===== src/scp_pkg.sv =====
// Shared types and constants for the flux interval to SCP stream encoder.
// No dependencies; the encoder and the scaling unit in src import this package.
package scp_pkg;

    // Sequencer states of the encoder.
    typedef enum logic [2:0] {
        S_IDLE,
        S_MUL,
        S_WAIT,
        S_REC,
        S_ZERO,
        S_WORD,
        S_FILL
    } t_state;

    // Register indexes on the configuration port (byte address divided by four).
    localparam logic [1:0] REG_TICK_PERIOD  = 2'd0;
    localparam logic [1:0] REG_INDEXED_MODE = 2'd1;
    localparam logic [1:0] REG_HEADER_BYTES = 2'd2;

    // Register reset values.
    localparam logic [15:0] TICK_PERIOD_RESET  = 16'd21333;
    localparam logic [15:0] HEADER_BYTES_RESET = 16'd64;

    // Scaling: ticks * period_q8 / 6400 = ((ticks * period_q8) >> 8) / 25.
    localparam int unsigned SUM_W      = 32;
    localparam int unsigned PERIOD_W   = 16;
    localparam int unsigned PROD_W     = SUM_W + PERIOD_W;
    localparam int unsigned PROD_SHIFT = 8;
    localparam int unsigned QUO_W      = PROD_W - PROD_SHIFT;
    localparam int unsigned DivConst   = 25;
    localparam int unsigned REM_W      = 5;

    // The division by 25 is a multiply by ceil(2^30 / 25) and a shift, which is exact
    // for any dividend below 2^30; it is taken once for each 20-bit half of the quotient.
    localparam int unsigned        HALF_W      = 20;
    localparam int unsigned        RECIP_W     = 26;
    localparam int unsigned        RECIP_SHIFT = 30;
    localparam logic [RECIP_W-1:0] RECIP_25    = 26'd42949673;

    // Word counter width.
    localparam int unsigned WORDS_W = 31;

endpackage


===== src/scp_in_if.sv =====
// Input channel of the encoder: one flux event per beat.
// No dependencies.
interface scp_in_if;
    logic        valid;
    logic        ready;
    logic [15:0] event_ticks;
    logic        has_pulse;
    logic        has_index;
    logic        end_of_stream;
    logic        new_track;

    modport source (
        output valid, event_ticks, has_pulse, has_index, end_of_stream, new_track,
        input  ready
    );
    modport sink (
        input  valid, event_ticks, has_pulse, has_index, end_of_stream, new_track,
        output ready
    );
endinterface


===== src/scp_out_if.sv =====
// Output channel of the encoder: one flux word or revolution record per beat.
// No dependencies.
interface scp_out_if;
    logic        valid;
    logic        ready;
    logic        kind;
    logic [15:0] flux_word;
    logic [2:0]  rev_number;
    logic [31:0] rev_offset_bytes;
    logic [30:0] rev_word_count;
    logic [31:0] rev_duration;
    logic        last;

    modport source (
        output valid, kind, flux_word, rev_number, rev_offset_bytes, rev_word_count,
               rev_duration, last,
        input  ready
    );
    modport sink (
        input  valid, kind, flux_word, rev_number, rev_offset_bytes, rev_word_count,
               rev_duration, last,
        output ready
    );
endinterface


===== src/flux_interval_to_scp_encoder.sv =====
// Flux event to SCP stream encoder. An event is taken while the
// sequencer is idle. Each interval or revolution duration that must be scaled
// passes through the shared scaling unit: the product in the start cycle, then a
// reciprocal multiply for each half of the quotient by 25 with a remainder step
// between them, and a final step to pick the result up; at most two values are
// scaled per event. After that each result is issued once the output register
// is free. An event that produces nothing leaves the sequencer idle; the ready
// line is high only while the sequencer is idle.
// Depends on scp_pkg, scp_in_if, scp_out_if and scp_scale.
module flux_interval_to_scp_encoder
    import scp_pkg::*;
#(
    parameter int unsigned REVOLUTION_COUNT   = 5,
    parameter int unsigned MAX_OVERFLOW_WORDS = 57
) (
    input  logic        i_clk,
    input  logic        i_rst_n,
    scp_in_if.sink      i_evt,
    scp_out_if.source   o_res,
    input  logic        psel,
    input  logic        penable,
    input  logic        pwrite,
    input  logic [3:0]  paddr,
    input  logic [31:0] pwdata,
    output logic [31:0] prdata,
    output logic        pready
);

    localparam int unsigned ZW = $clog2(MAX_OVERFLOW_WORDS + 1);
    localparam logic [QUO_W-1:0] T_LIMIT =
        QUO_W'(MAX_OVERFLOW_WORDS) * QUO_W'(65536) + QUO_W'(16'hFFFF);
    localparam logic [3:0] REV_LIMIT = 4'(REVOLUTION_COUNT);

    // Configuration registers.
    logic [15:0] r_period;
    logic        r_indexed;
    logic [15:0] r_header;

    // Track state.
    t_state             r_state, n_state;
    logic [SUM_W-1:0]   r_pulse_sum, n_pulse_sum;
    logic [SUM_W-1:0]   r_rev_sum, n_rev_sum;
    logic [2:0]         r_revs, n_revs;
    logic [WORDS_W-1:0] r_words, n_words;
    logic [WORDS_W-1:0] r_start, n_start;
    logic               r_synced, n_synced;

    // Per-event working registers.
    logic          r_pulse, n_pulse;
    logic          r_eos, n_eos;
    logic          r_ph_pulse, n_ph_pulse;
    logic [ZW-1:0] r_zeros, n_zeros;
    logic [15:0]   r_word, n_word;

    // Output register.
    logic               r_out_valid, n_out_valid;
    logic               r_out_kind, n_out_kind;
    logic [15:0]        r_out_flux, n_out_flux;
    logic [2:0]         r_out_num, n_out_num;
    logic [31:0]        r_out_off, n_out_off;
    logic [WORDS_W-1:0] r_out_cnt, n_out_cnt;
    logic [31:0]        r_out_dur, n_out_dur;
    logic               r_out_last, n_out_last;

    // Scaling unit hookup.
    logic             w_start;
    logic             w_done;
    logic [QUO_W-1:0] w_quot;
    logic [QUO_W-1:0] w_t;

    // Combinational helpers.
    logic               w_acc;
    logic               w_free;
    logic               w_cfg_wr;
    logic [2:0]         w_eff_revs;
    logic               w_eff_synced;
    logic [SUM_W-1:0]   w_eff_pulse;
    logic [SUM_W-1:0]   w_eff_rev;
    logic [SUM_W:0]     w_psum;
    logic [SUM_W:0]     w_rsum;
    logic [31:0]        w_rec_off;
    logic [WORDS_W-1:0] w_rec_cnt;
    logic [31:0]        w_dur_sat;
    logic [3:0]         w_revs_inc;

    scp_scale u_scale (
        .i_clk    (i_clk),
        .i_rst_n  (i_rst_n),
        .i_start  (w_start),
        .i_ticks  (r_ph_pulse ? r_pulse_sum : r_rev_sum),
        .i_period (r_period),
        .o_done   (w_done),
        .o_quot   (w_quot)
    );

    // Handshake terms, the offset and count that every record shares, and the saturated results.
    assign w_acc      = i_evt.valid && i_evt.ready;
    assign w_free     = !r_out_valid || o_res.ready;
    assign w_rec_off  = {r_start, 1'b0} + {16'b0, r_header};
    assign w_rec_cnt  = r_words - r_start;
    assign w_dur_sat  = (w_quot[QUO_W-1:32] != '0) ? 32'hFFFF_FFFF : w_quot[31:0];
    assign w_t        = (w_quot > T_LIMIT) ? T_LIMIT : w_quot;
    assign w_revs_inc = {1'b0, r_revs} + 4'd1;

    // State as seen by a new event once a new-track flag has cleared it.
    assign w_eff_revs   = i_evt.new_track ? 3'd0 : r_revs;
    assign w_eff_synced = i_evt.new_track ? 1'b0 : r_synced;
    assign w_eff_pulse  = i_evt.new_track ? '0 : r_pulse_sum;
    assign w_eff_rev    = i_evt.new_track ? '0 : r_rev_sum;
    assign w_psum       = {1'b0, w_eff_pulse} + {17'b0, i_evt.event_ticks};
    assign w_rsum       = {1'b0, w_eff_rev} + {17'b0, i_evt.event_ticks};

    // Sequencer: next state, track state and output beat.
    always_comb begin
        n_state     = r_state;
        n_pulse_sum = r_pulse_sum;
        n_rev_sum   = r_rev_sum;
        n_revs      = r_revs;
        n_words     = r_words;
        n_start     = r_start;
        n_synced    = r_synced;
        n_pulse     = r_pulse;
        n_eos       = r_eos;
        n_ph_pulse  = r_ph_pulse;
        n_zeros     = r_zeros;
        n_word      = r_word;
        n_out_valid = r_out_valid && !o_res.ready;
        n_out_kind  = r_out_kind;
        n_out_flux  = r_out_flux;
        n_out_num   = r_out_num;
        n_out_off   = r_out_off;
        n_out_cnt   = r_out_cnt;
        n_out_dur   = r_out_dur;
        n_out_last  = r_out_last;
        w_start     = 1'b0;

        unique case (r_state)
            S_IDLE: begin
                if (w_acc) begin
                    n_pulse = i_evt.has_pulse;
                    n_eos   = i_evt.end_of_stream;
                    if (i_evt.new_track) begin
                        n_pulse_sum = '0;
                        n_rev_sum   = '0;
                        n_revs      = '0;
                        n_words     = '0;
                        n_start     = '0;
                        n_synced    = 1'b0;
                    end
                    if ({1'b0, w_eff_revs} >= REV_LIMIT) begin
                        n_state = S_IDLE;
                    end else if (r_indexed && !w_eff_synced) begin
                        // Waiting for the first index: no words, only fillers at the end.
                        if (i_evt.has_index) begin
                            n_synced = 1'b1;
                        end
                        if (i_evt.end_of_stream) begin
                            n_state = S_FILL;
                        end
                    end else begin
                        n_pulse_sum = w_psum[SUM_W] ? '1 : w_psum[SUM_W-1:0];
                        n_rev_sum   = w_rsum[SUM_W] ? '1 : w_rsum[SUM_W-1:0];
                        if (i_evt.end_of_stream || i_evt.has_index) begin
                            n_ph_pulse = 1'b0;
                            n_state    = S_MUL;
                        end else if (i_evt.has_pulse) begin
                            n_ph_pulse = 1'b1;
                            n_state    = S_MUL;
                        end
                    end
                end
            end

            S_MUL: begin
                w_start = 1'b1;
                n_state = S_WAIT;
            end

            S_WAIT: begin
                if (w_done) begin
                    if (!r_ph_pulse) begin
                        n_state = S_REC;
                    end else begin
                        n_zeros = w_t[16 +: ZW];
                        n_word  = w_t[15:0];
                        n_state = (w_t[16 +: ZW] != '0) ? S_ZERO : S_WORD;
                    end
                end
            end

            S_REC: begin
                if (w_free) begin
                    n_out_valid = 1'b1;
                    n_out_kind  = 1'b1;
                    n_out_flux  = '0;
                    n_out_num   = r_revs;
                    n_out_off   = w_rec_off;
                    n_out_cnt   = w_rec_cnt;
                    n_out_dur   = w_dur_sat;
                    n_out_last  = !r_pulse && !(r_eos && (w_revs_inc < REV_LIMIT));
                    n_revs      = w_revs_inc[2:0];
                    n_start     = r_words;
                    n_rev_sum   = '0;
                    if (r_pulse) begin
                        n_ph_pulse = 1'b1;
                        n_state    = S_MUL;
                    end else if (r_eos && (w_revs_inc < REV_LIMIT)) begin
                        n_state = S_FILL;
                    end else begin
                        n_state = S_IDLE;
                    end
                end
            end

            S_ZERO: begin
                if (w_free) begin
                    n_out_valid = 1'b1;
                    n_out_kind  = 1'b0;
                    n_out_flux  = '0;
                    n_out_num   = '0;
                    n_out_off   = '0;
                    n_out_cnt   = '0;
                    n_out_dur   = '0;
                    n_out_last  = 1'b0;
                    n_words     = r_words + WORDS_W'(1);
                    n_zeros     = r_zeros - ZW'(1);
                    if (r_zeros == ZW'(1)) begin
                        n_state = S_WORD;
                    end
                end
            end

            S_WORD: begin
                if (w_free) begin
                    n_out_valid = 1'b1;
                    n_out_kind  = 1'b0;
                    n_out_flux  = r_word;
                    n_out_num   = '0;
                    n_out_off   = '0;
                    n_out_cnt   = '0;
                    n_out_dur   = '0;
                    n_out_last  = !(r_eos && ({1'b0, r_revs} < REV_LIMIT));
                    n_words     = r_words + WORDS_W'(1);
                    n_pulse_sum = '0;
                    n_state     = (r_eos && ({1'b0, r_revs} < REV_LIMIT)) ? S_FILL : S_IDLE;
                end
            end

            S_FILL: begin
                if (w_free) begin
                    n_out_valid = 1'b1;
                    n_out_kind  = 1'b1;
                    n_out_flux  = '0;
                    n_out_num   = r_revs;
                    n_out_off   = w_rec_off;
                    n_out_cnt   = w_rec_cnt;
                    n_out_dur   = '0;
                    n_out_last  = (w_revs_inc >= REV_LIMIT);
                    n_revs      = w_revs_inc[2:0];
                    n_start     = r_words;
                    n_rev_sum   = '0;
                    n_state     = (w_revs_inc >= REV_LIMIT) ? S_IDLE : S_FILL;
                end
            end

            default: begin
                n_state = S_IDLE;
            end
        endcase
    end

    // State register and control state.
    always_ff @(posedge i_clk) begin
        if (!i_rst_n) begin
            r_state     <= S_IDLE;
            r_pulse_sum <= '0;
            r_rev_sum   <= '0;
            r_revs      <= '0;
            r_words     <= '0;
            r_start     <= '0;
            r_synced    <= 1'b0;
            r_out_valid <= 1'b0;
        end else begin
            r_state     <= n_state;
            r_pulse_sum <= n_pulse_sum;
            r_rev_sum   <= n_rev_sum;
            r_revs      <= n_revs;
            r_words     <= n_words;
            r_start     <= n_start;
            r_synced    <= n_synced;
            r_out_valid <= n_out_valid;
        end
    end

    // Working and output payload registers.
    always_ff @(posedge i_clk) begin
        r_pulse    <= n_pulse;
        r_eos      <= n_eos;
        r_ph_pulse <= n_ph_pulse;
        r_zeros    <= n_zeros;
        r_word     <= n_word;
        r_out_kind <= n_out_kind;
        r_out_flux <= n_out_flux;
        r_out_num  <= n_out_num;
        r_out_off  <= n_out_off;
        r_out_cnt  <= n_out_cnt;
        r_out_dur  <= n_out_dur;
        r_out_last <= n_out_last;
    end

    // Configuration writes complete in the access phase.
    assign w_cfg_wr = psel && penable && pwrite;

    always_ff @(posedge i_clk) begin
        if (!i_rst_n) begin
            r_period  <= TICK_PERIOD_RESET;
            r_indexed <= 1'b0;
            r_header  <= HEADER_BYTES_RESET;
        end else if (w_cfg_wr) begin
            unique case (paddr[3:2])
                REG_TICK_PERIOD:  r_period  <= pwdata[15:0];
                REG_INDEXED_MODE: r_indexed <= pwdata[0];
                REG_HEADER_BYTES: r_header  <= pwdata[15:0];
                default: begin
                end
            endcase
        end
    end

    // Register read-back.
    always_comb begin
        unique case (paddr[3:2])
            REG_TICK_PERIOD:  prdata = {16'b0, r_period};
            REG_INDEXED_MODE: prdata = {31'b0, r_indexed};
            REG_HEADER_BYTES: prdata = {16'b0, r_header};
            default:          prdata = '0;
        endcase
    end

    assign pready = 1'b1;

    // Channel outputs.
    assign i_evt.ready            = (r_state == S_IDLE);
    assign o_res.valid            = r_out_valid;
    assign o_res.kind             = r_out_kind;
    assign o_res.flux_word        = r_out_flux;
    assign o_res.rev_number       = r_out_num;
    assign o_res.rev_offset_bytes = r_out_off;
    assign o_res.rev_word_count   = r_out_cnt;
    assign o_res.rev_duration     = r_out_dur;
    assign o_res.last             = r_out_last;

endmodule


===== src/scp_scale.sv =====
// Shared scaling unit: one multiplier forms ticks * period, then divides by 25 in two
// reciprocal multiplies. Depends on scp_pkg for widths and constants.
module scp_scale
    import scp_pkg::*;
(
    input  logic                i_clk,
    input  logic                i_rst_n,
    input  logic                i_start,
    input  logic [SUM_W-1:0]    i_ticks,
    input  logic [PERIOD_W-1:0] i_period,
    output logic                o_done,
    output logic [QUO_W-1:0]    o_quot
);

    localparam int unsigned MUL_W = SUM_W + RECIP_W;

    // Steps after the start cycle.
    localparam logic [1:0] STEP_HI  = 2'd0;
    localparam logic [1:0] STEP_REM = 2'd1;
    localparam logic [1:0] STEP_LO  = 2'd2;

    logic              r_busy;
    logic              r_done;
    logic [1:0]        r_step;
    logic [QUO_W-1:0]  r_dvd;
    logic [HALF_W-1:0] r_qhi;
    logic [REM_W-1:0]  r_rhi;
    logic [HALF_W-1:0] r_qlo;

    logic [SUM_W-1:0]   w_mul_a;
    logic [RECIP_W-1:0] w_mul_b;
    logic [MUL_W-1:0]   w_prod;
    logic [HALF_W-1:0]  w_qx25;
    logic [HALF_W-1:0]  w_rem;

    // Operand selection for the one multiplier: the product in the start cycle,
    // then the upper half of the dividend, then the remainder joined to the lower half.
    always_comb begin
        if (i_start) begin
            w_mul_a = i_ticks;
            w_mul_b = {{(RECIP_W - PERIOD_W){1'b0}}, i_period};
        end else if (r_step == STEP_HI) begin
            w_mul_a = {{(SUM_W - HALF_W){1'b0}}, r_dvd[QUO_W-1 -: HALF_W]};
            w_mul_b = RECIP_25;
        end else begin
            w_mul_a = {{(SUM_W - HALF_W - REM_W){1'b0}}, r_rhi, r_dvd[HALF_W-1:0]};
            w_mul_b = RECIP_25;
        end
    end

    assign w_prod = {{RECIP_W{1'b0}}, w_mul_a} * {{SUM_W{1'b0}}, w_mul_b};
    assign w_qx25 = r_qhi * HALF_W'(DivConst);
    assign w_rem  = r_dvd[QUO_W-1 -: HALF_W] - w_qx25;

    // Control: busy for three steps, done pulses after the last one.
    always_ff @(posedge i_clk) begin
        if (!i_rst_n) begin
            r_busy <= 1'b0;
            r_done <= 1'b0;
            r_step <= '0;
        end else begin
            r_done <= r_busy && (r_step == STEP_LO);
            if (i_start) begin
                r_busy <= 1'b1;
                r_step <= STEP_HI;
            end else if (r_busy) begin
                if (r_step == STEP_LO) begin
                    r_busy <= 1'b0;
                end
                r_step <= r_step + 2'd1;
            end
        end
    end

    // Datapath: the shifted product is the dividend, and each half of the quotient
    // is the top bits of a reciprocal product.
    always_ff @(posedge i_clk) begin
        if (i_start) begin
            r_dvd <= w_prod[PROD_W-1:PROD_SHIFT];
        end else if (r_busy) begin
            case (r_step)
                STEP_HI:  r_qhi <= w_prod[RECIP_SHIFT +: HALF_W];
                STEP_REM: r_rhi <= w_rem[REM_W-1:0];
                STEP_LO:  r_qlo <= w_prod[RECIP_SHIFT +: HALF_W];
                default: begin
                end
            endcase
        end
    end

    assign o_done = r_done;
    assign o_quot = {r_qhi, r_qlo};

endmodule


===== src/flat_wrapper.sv =====
// flat-port wrapper written by rule: the top's interface ports become plain ports
module flux_interval_to_scp_encoder_flat import scp_pkg::*;
#(
    parameter int unsigned REVOLUTION_COUNT   = 5,
    parameter int unsigned MAX_OVERFLOW_WORDS = 57
)
  (i_clk, i_rst_n, psel, penable, pwrite, paddr, pwdata, prdata, pready, i_evt_valid, i_evt_event_ticks, i_evt_has_pulse, i_evt_has_index, i_evt_end_of_stream, i_evt_new_track, i_evt_ready, o_res_valid, o_res_kind, o_res_flux_word, o_res_rev_number, o_res_rev_offset_bytes, o_res_rev_word_count, o_res_rev_duration, o_res_last, o_res_ready);
  scp_in_if i_evt_i ();
  scp_out_if o_res_i ();
  input  logic i_clk;
  input  logic i_rst_n;
  input  logic psel;
  input  logic penable;
  input  logic pwrite;
  input  logic [3:0] paddr;
  input  logic [31:0] pwdata;
  output logic [31:0] prdata;
  output logic pready;
  input wire logic [$bits(i_evt_i.valid)-1:0] i_evt_valid;
  input wire logic [$bits(i_evt_i.event_ticks)-1:0] i_evt_event_ticks;
  input wire logic [$bits(i_evt_i.has_pulse)-1:0] i_evt_has_pulse;
  input wire logic [$bits(i_evt_i.has_index)-1:0] i_evt_has_index;
  input wire logic [$bits(i_evt_i.end_of_stream)-1:0] i_evt_end_of_stream;
  input wire logic [$bits(i_evt_i.new_track)-1:0] i_evt_new_track;
  output wire logic [$bits(i_evt_i.ready)-1:0] i_evt_ready;
  output wire logic [$bits(o_res_i.valid)-1:0] o_res_valid;
  output wire logic [$bits(o_res_i.kind)-1:0] o_res_kind;
  output wire logic [$bits(o_res_i.flux_word)-1:0] o_res_flux_word;
  output wire logic [$bits(o_res_i.rev_number)-1:0] o_res_rev_number;
  output wire logic [$bits(o_res_i.rev_offset_bytes)-1:0] o_res_rev_offset_bytes;
  output wire logic [$bits(o_res_i.rev_word_count)-1:0] o_res_rev_word_count;
  output wire logic [$bits(o_res_i.rev_duration)-1:0] o_res_rev_duration;
  output wire logic [$bits(o_res_i.last)-1:0] o_res_last;
  input wire logic [$bits(o_res_i.ready)-1:0] o_res_ready;
  assign i_evt_i.valid = i_evt_valid;
  assign i_evt_i.event_ticks = i_evt_event_ticks;
  assign i_evt_i.has_pulse = i_evt_has_pulse;
  assign i_evt_i.has_index = i_evt_has_index;
  assign i_evt_i.end_of_stream = i_evt_end_of_stream;
  assign i_evt_i.new_track = i_evt_new_track;
  assign i_evt_ready = i_evt_i.ready;
  assign o_res_valid = o_res_i.valid;
  assign o_res_kind = o_res_i.kind;
  assign o_res_flux_word = o_res_i.flux_word;
  assign o_res_rev_number = o_res_i.rev_number;
  assign o_res_rev_offset_bytes = o_res_i.rev_offset_bytes;
  assign o_res_rev_word_count = o_res_i.rev_word_count;
  assign o_res_rev_duration = o_res_i.rev_duration;
  assign o_res_last = o_res_i.last;
  assign o_res_i.ready = o_res_ready;
  flux_interval_to_scp_encoder #(.REVOLUTION_COUNT(REVOLUTION_COUNT), .MAX_OVERFLOW_WORDS(MAX_OVERFLOW_WORDS)) u_core (.i_clk(i_clk), .i_rst_n(i_rst_n), .i_evt(i_evt_i), .o_res(o_res_i), .psel(psel), .penable(penable), .pwrite(pwrite), .paddr(paddr), .pwdata(pwdata), .prdata(prdata), .pready(pready));
endmodule

===== config.mk =====
export PLATFORM = sky130hd
export DESIGN_NAME = flux_interval_to_scp_encoder_flat
export DESIGN_NICKNAME = d
export VERILOG_FILES = /design/src/scp_pkg.sv /design/src/scp_in_if.sv /design/src/scp_out_if.sv /design/src/flux_interval_to_scp_encoder.sv /design/src/scp_scale.sv /design/src/flat_wrapper.sv
export SDC_FILE = /design/constraint.sdc
export NUM_CORES = 2
export LEC_CHECK = 0
export BUFFER_PORTS_ARGS = -buffer_cell sky130_fd_sc_hd__clkbuf_2
export CORE_ASPECT_RATIO = 0.75
export CORE_MARGIN = 8
export CORE_UTILIZATION = 60
export DETAILED_ROUTE_END_ITERATION = 16
export PLACE_DENSITY = 0.77
export SYNTH_ARGS = -nofsm -noshare
export SYNTH_HDL_FRONTEND = slang
export SYNTH_SLANG_ARGS = --single-unit

===== constraint.sdc =====
create_clock -name i_clk -period 11 [get_ports i_clk]
set_input_delay 0.55 -clock i_clk [delete_from_list [all_inputs] [get_ports i_clk]]
set_output_delay 0.55 -clock i_clk [all_outputs]
set_load 0.1 [all_outputs]

==> metrics <==
run status finished clean; ys flop type edfxtp_1; Synth Area in Compound Gates 0.106; vias 35.3k; Setup Buffers After CTS 0; I/O Pins 214; Worst setup SP type register; Starting Density 0.604; fin crit share 0.910; GPL Wtd Cong between 0.9 and 1; share of cells above drive strength 1 0.0832; Cells after Synth 4814; syn avg cell area 8.98 um^2; DRT iter0 DRCs 3842; Worst Setup SP u_core.r_state[1]$_SDFFE_PN0P_; Seq cells post-synth just under 400; TNS Setup 0 ns; Slew headroom 0.219; DIE AREA between 80000 and 90000 um^2; initial antenna violation count 6; mux share of post-synthesis cell area 0.0215; Max Freq around 100 MHz; final setup vio count 0; number of enable flip-flop cells after synthesis 226; DIE HEIGHT 249 um; core box area 71600 um^2; final wirelength 129000 um; Worst R2R Start u_core.r_state[1]$_SDFFE_PN0P_; CP Capture Type register; antenna-violating nets left 0; max-slew violation count 0; CTS hold repair buffers 0; Tmin final 10.01 ns; clock transition at the registers of the reported paths 0.07 ns; nets 5874; pin count of the biggest net entering global routing a little under 80; worst hold path class in -> reg; H-tree depth 2; Hold Fails Final Rpt 0; final core utilization 0.650; CTS tree built; post-DR vias/cell 5.96; WL per Instance 21.8 um; first drt pass iteration count 6; Overall Global Routing Usage 0.315; worst-margin pin slew 1.14 ns; vias in the first global route 34.8k; Crit Path Class reg -> reg; post-synth cell types 97; max-cap violation count 0; first-pass GRT wire length 202000 um; post-synthesis xor/xnor area fraction 0.0371; FP Rows 85; clock buffer depth 3; CTS sink cnt 397; Syn Std Cell Area roughly 43000 um^2; Root Buffer clkbuf_16; RSZ-0062 raised after global routing no; YS warnings 0; Area Overhead vs Synth 7.50%; CP required roughly 11 ns; sequential fraction of the synthesis area 0.236; # port buffers 178; Post-Synth Adder-Cell Area 0.350; WP data arrival approximately 10 ns; Async S/R FF share, synth 0; clk_skew between 0.03 and 0.04 ns; Max FO, Critical Path 46; main combinational cell family by area after synthesis adder cells; simple-gate share of the synthesized area 0.157; Final HPWL DP 103000 um; drt drc 0; Chip Width 326 um; total grt overflow 0; post-cts resize count 0; hold wc startpoint i_evt_has_pulse; Hold Slack 0.141 ns; TritonCTS buffer count 39; Clock Latency Late Sink 0.61 ns
[metal layers]
metal,up-vias,routed length [um],GRT usage
met2,2102,54000,0.455
met1,17111,51400,0.430
met3,356,17600,0.113
met4,0,6300,0.129
li1,15755,-,-
met5,-,0,0
[metrics by stage]
stage | cell area (um^2) | std cells | setup slack, ns
after floorplan | 43400 | 4846 | 2.57
after global placement | 45200 | 5849 | 1.41
after detailed placement | 45200 | 5849 | 1.31
after CTS | 46500 | 5921 | 1.24
after global routing | 46500 | 5924 | 0.533
final | 46500 | 5927 | 0.987
[cell families (layout without fill, tap and decap cells)]
kind of cell | count (synthesis) | in the layout
and+or+nand+nor | 1492 | 1492
buffers and inverters | 1044 | 1162
adders and majority gates | 880 | 880
AOI/OAI and AO/OA | 726 | 726
DFF | 397 | 397
xor gates and xnor gates | 183 | 183
muxes | 90 | 90
other | 2 | 40
[sequential cells by signal (all words and copies together), names as in the netlist, 5 cells and up]
register and flops:
u_core.o_res.flux_word 16, u_core.o_res.rev_duration 32, u_core.o_res.rev_offset_bytes 32, u_core.o_res.rev_word_count 31, u_core.r_header 16, u_core.r_period 16
u_core.r_pulse_sum 32, u_core.r_rev_sum 32, u_core.r_start 31, u_core.r_word 16, u_core.r_words 31, u_core.r_zeros 6
u_core.u_scale.r_dvd 40, u_core.u_scale.r_qhi 20, u_core.u_scale.r_qlo 20, u_core.u_scale.r_rhi 5
[cells in the mapped netlist (all sizes together) (11+ instances only)]
library cell	instances	share of area
nand2	445	0.039
o31ai	11	0.0023
a31oi	28	0.0042
nand3	100	0.012
xnor2	117	0.024
inv	835	0.072
a21oi	247	0.029
buf	50	0.0062
a21boi	17	0.0030
clkbuf	159	0.014
nor3	53	0.0066
edfxtp	226	0.16
nand2b	62	0.0090
or3	18	0.0030
and2	22	0.0032
o21a	57	0.0099
a211oi	17	0.0030
nand4	30	0.0048
o221ai	23	0.0047
nor2b	64	0.0093
o22ai	11	0.0016
and3	67	0.0097
fa	548	0.25
or2	20	0.0029
o21ai	161	0.019
nor4	14	0.0022
ha	330	0.095
a21o	56	0.0097
o21bai	24	0.0044
nor2	559	0.049
dfxtp	171	0.079
xor2	66	0.013
mux2i	69	0.016
mux2	21	0.0056
[layout by cell type (no fill, tap or decap), types with 22 or more instances in the layout]
master,count
conb_1,34
edfxtp_1,226
clkbuf_16,39
a21o_1,56
a21oi_1,237
nor2b_1,64
xnor2_1,117
nand2b_1,62
nand2_1,444
inv_1,832
dfxtp_1,171
fa_1,548
xor2_1,66
ha_1,330
mux2i_1,69
nor3_1,48
o21a_1,57
o21ai_1,31
nand4_1,27
o21bai_1,23
and2_1,22
o21ai_0,128
buf_4,77
and3_1,67
nor2_1,557
a31oi_1,27
clkbuf_2,178
nand3_1,100
o221ai_1,23
[cell type report]
type                    count  area (um^2)
inverters                 835         3140
well taps                 957         1200
clock buffers              44         1000
diodes                      6         15.0
repair buffers            255         1470
flip-flops and latches    397        10200
clock inverters            28          255
multi-input cells        3405        29200
fillers                  5778        25100
[worst max-delay path, cell delays in order, from the launching register on]
cell and delay (ns):
dfxtp_1 0.30, buf_4 0.23, or3_2 0.81, inv_4 0.53
nor2_1 0.21, nand2_1 0.37, o21ai_0 0.40, nand2_1 0.19
fa_1 0.47, fa_1 0.71, fa_1 0.49, fa_1 0.52
inv_1 0.05, fa_1 0.49, fa_1 0.52, inv_1 0.06
fa_1 0.50, inv_1 0.05, ha_1 0.54, nand2_1 0.09
o21ai_0 0.23, nor3_1 0.11, a21oi_2 0.61, a21oi_2 0.20
o21bai_4 0.25, a31oi_1 0.19, xnor2_1 0.55
[path summary, 6_finish.rpt]
check / endpoint / slack (ns) / cells after the start
worst max-delay path: u_core.u_scale.r_qhi[10]$_DFFE_PP_ / 0.99 / 26
worst min register to register: u_core.r_rev_sum[11]$_SDFFE_PN0P_ / 0.45 / 2
worst min-delay path: u_core.r_pulse$_DFFE_PP_ / 0.14 / 1
worst max register to register: u_core.u_scale.r_qhi[10]$_DFFE_PP_ / 0.99 / 26
Power is left out: the tool's default activity adds up to more than one toggle a clock period on the data nets, which glitch-free logic cannot reach.
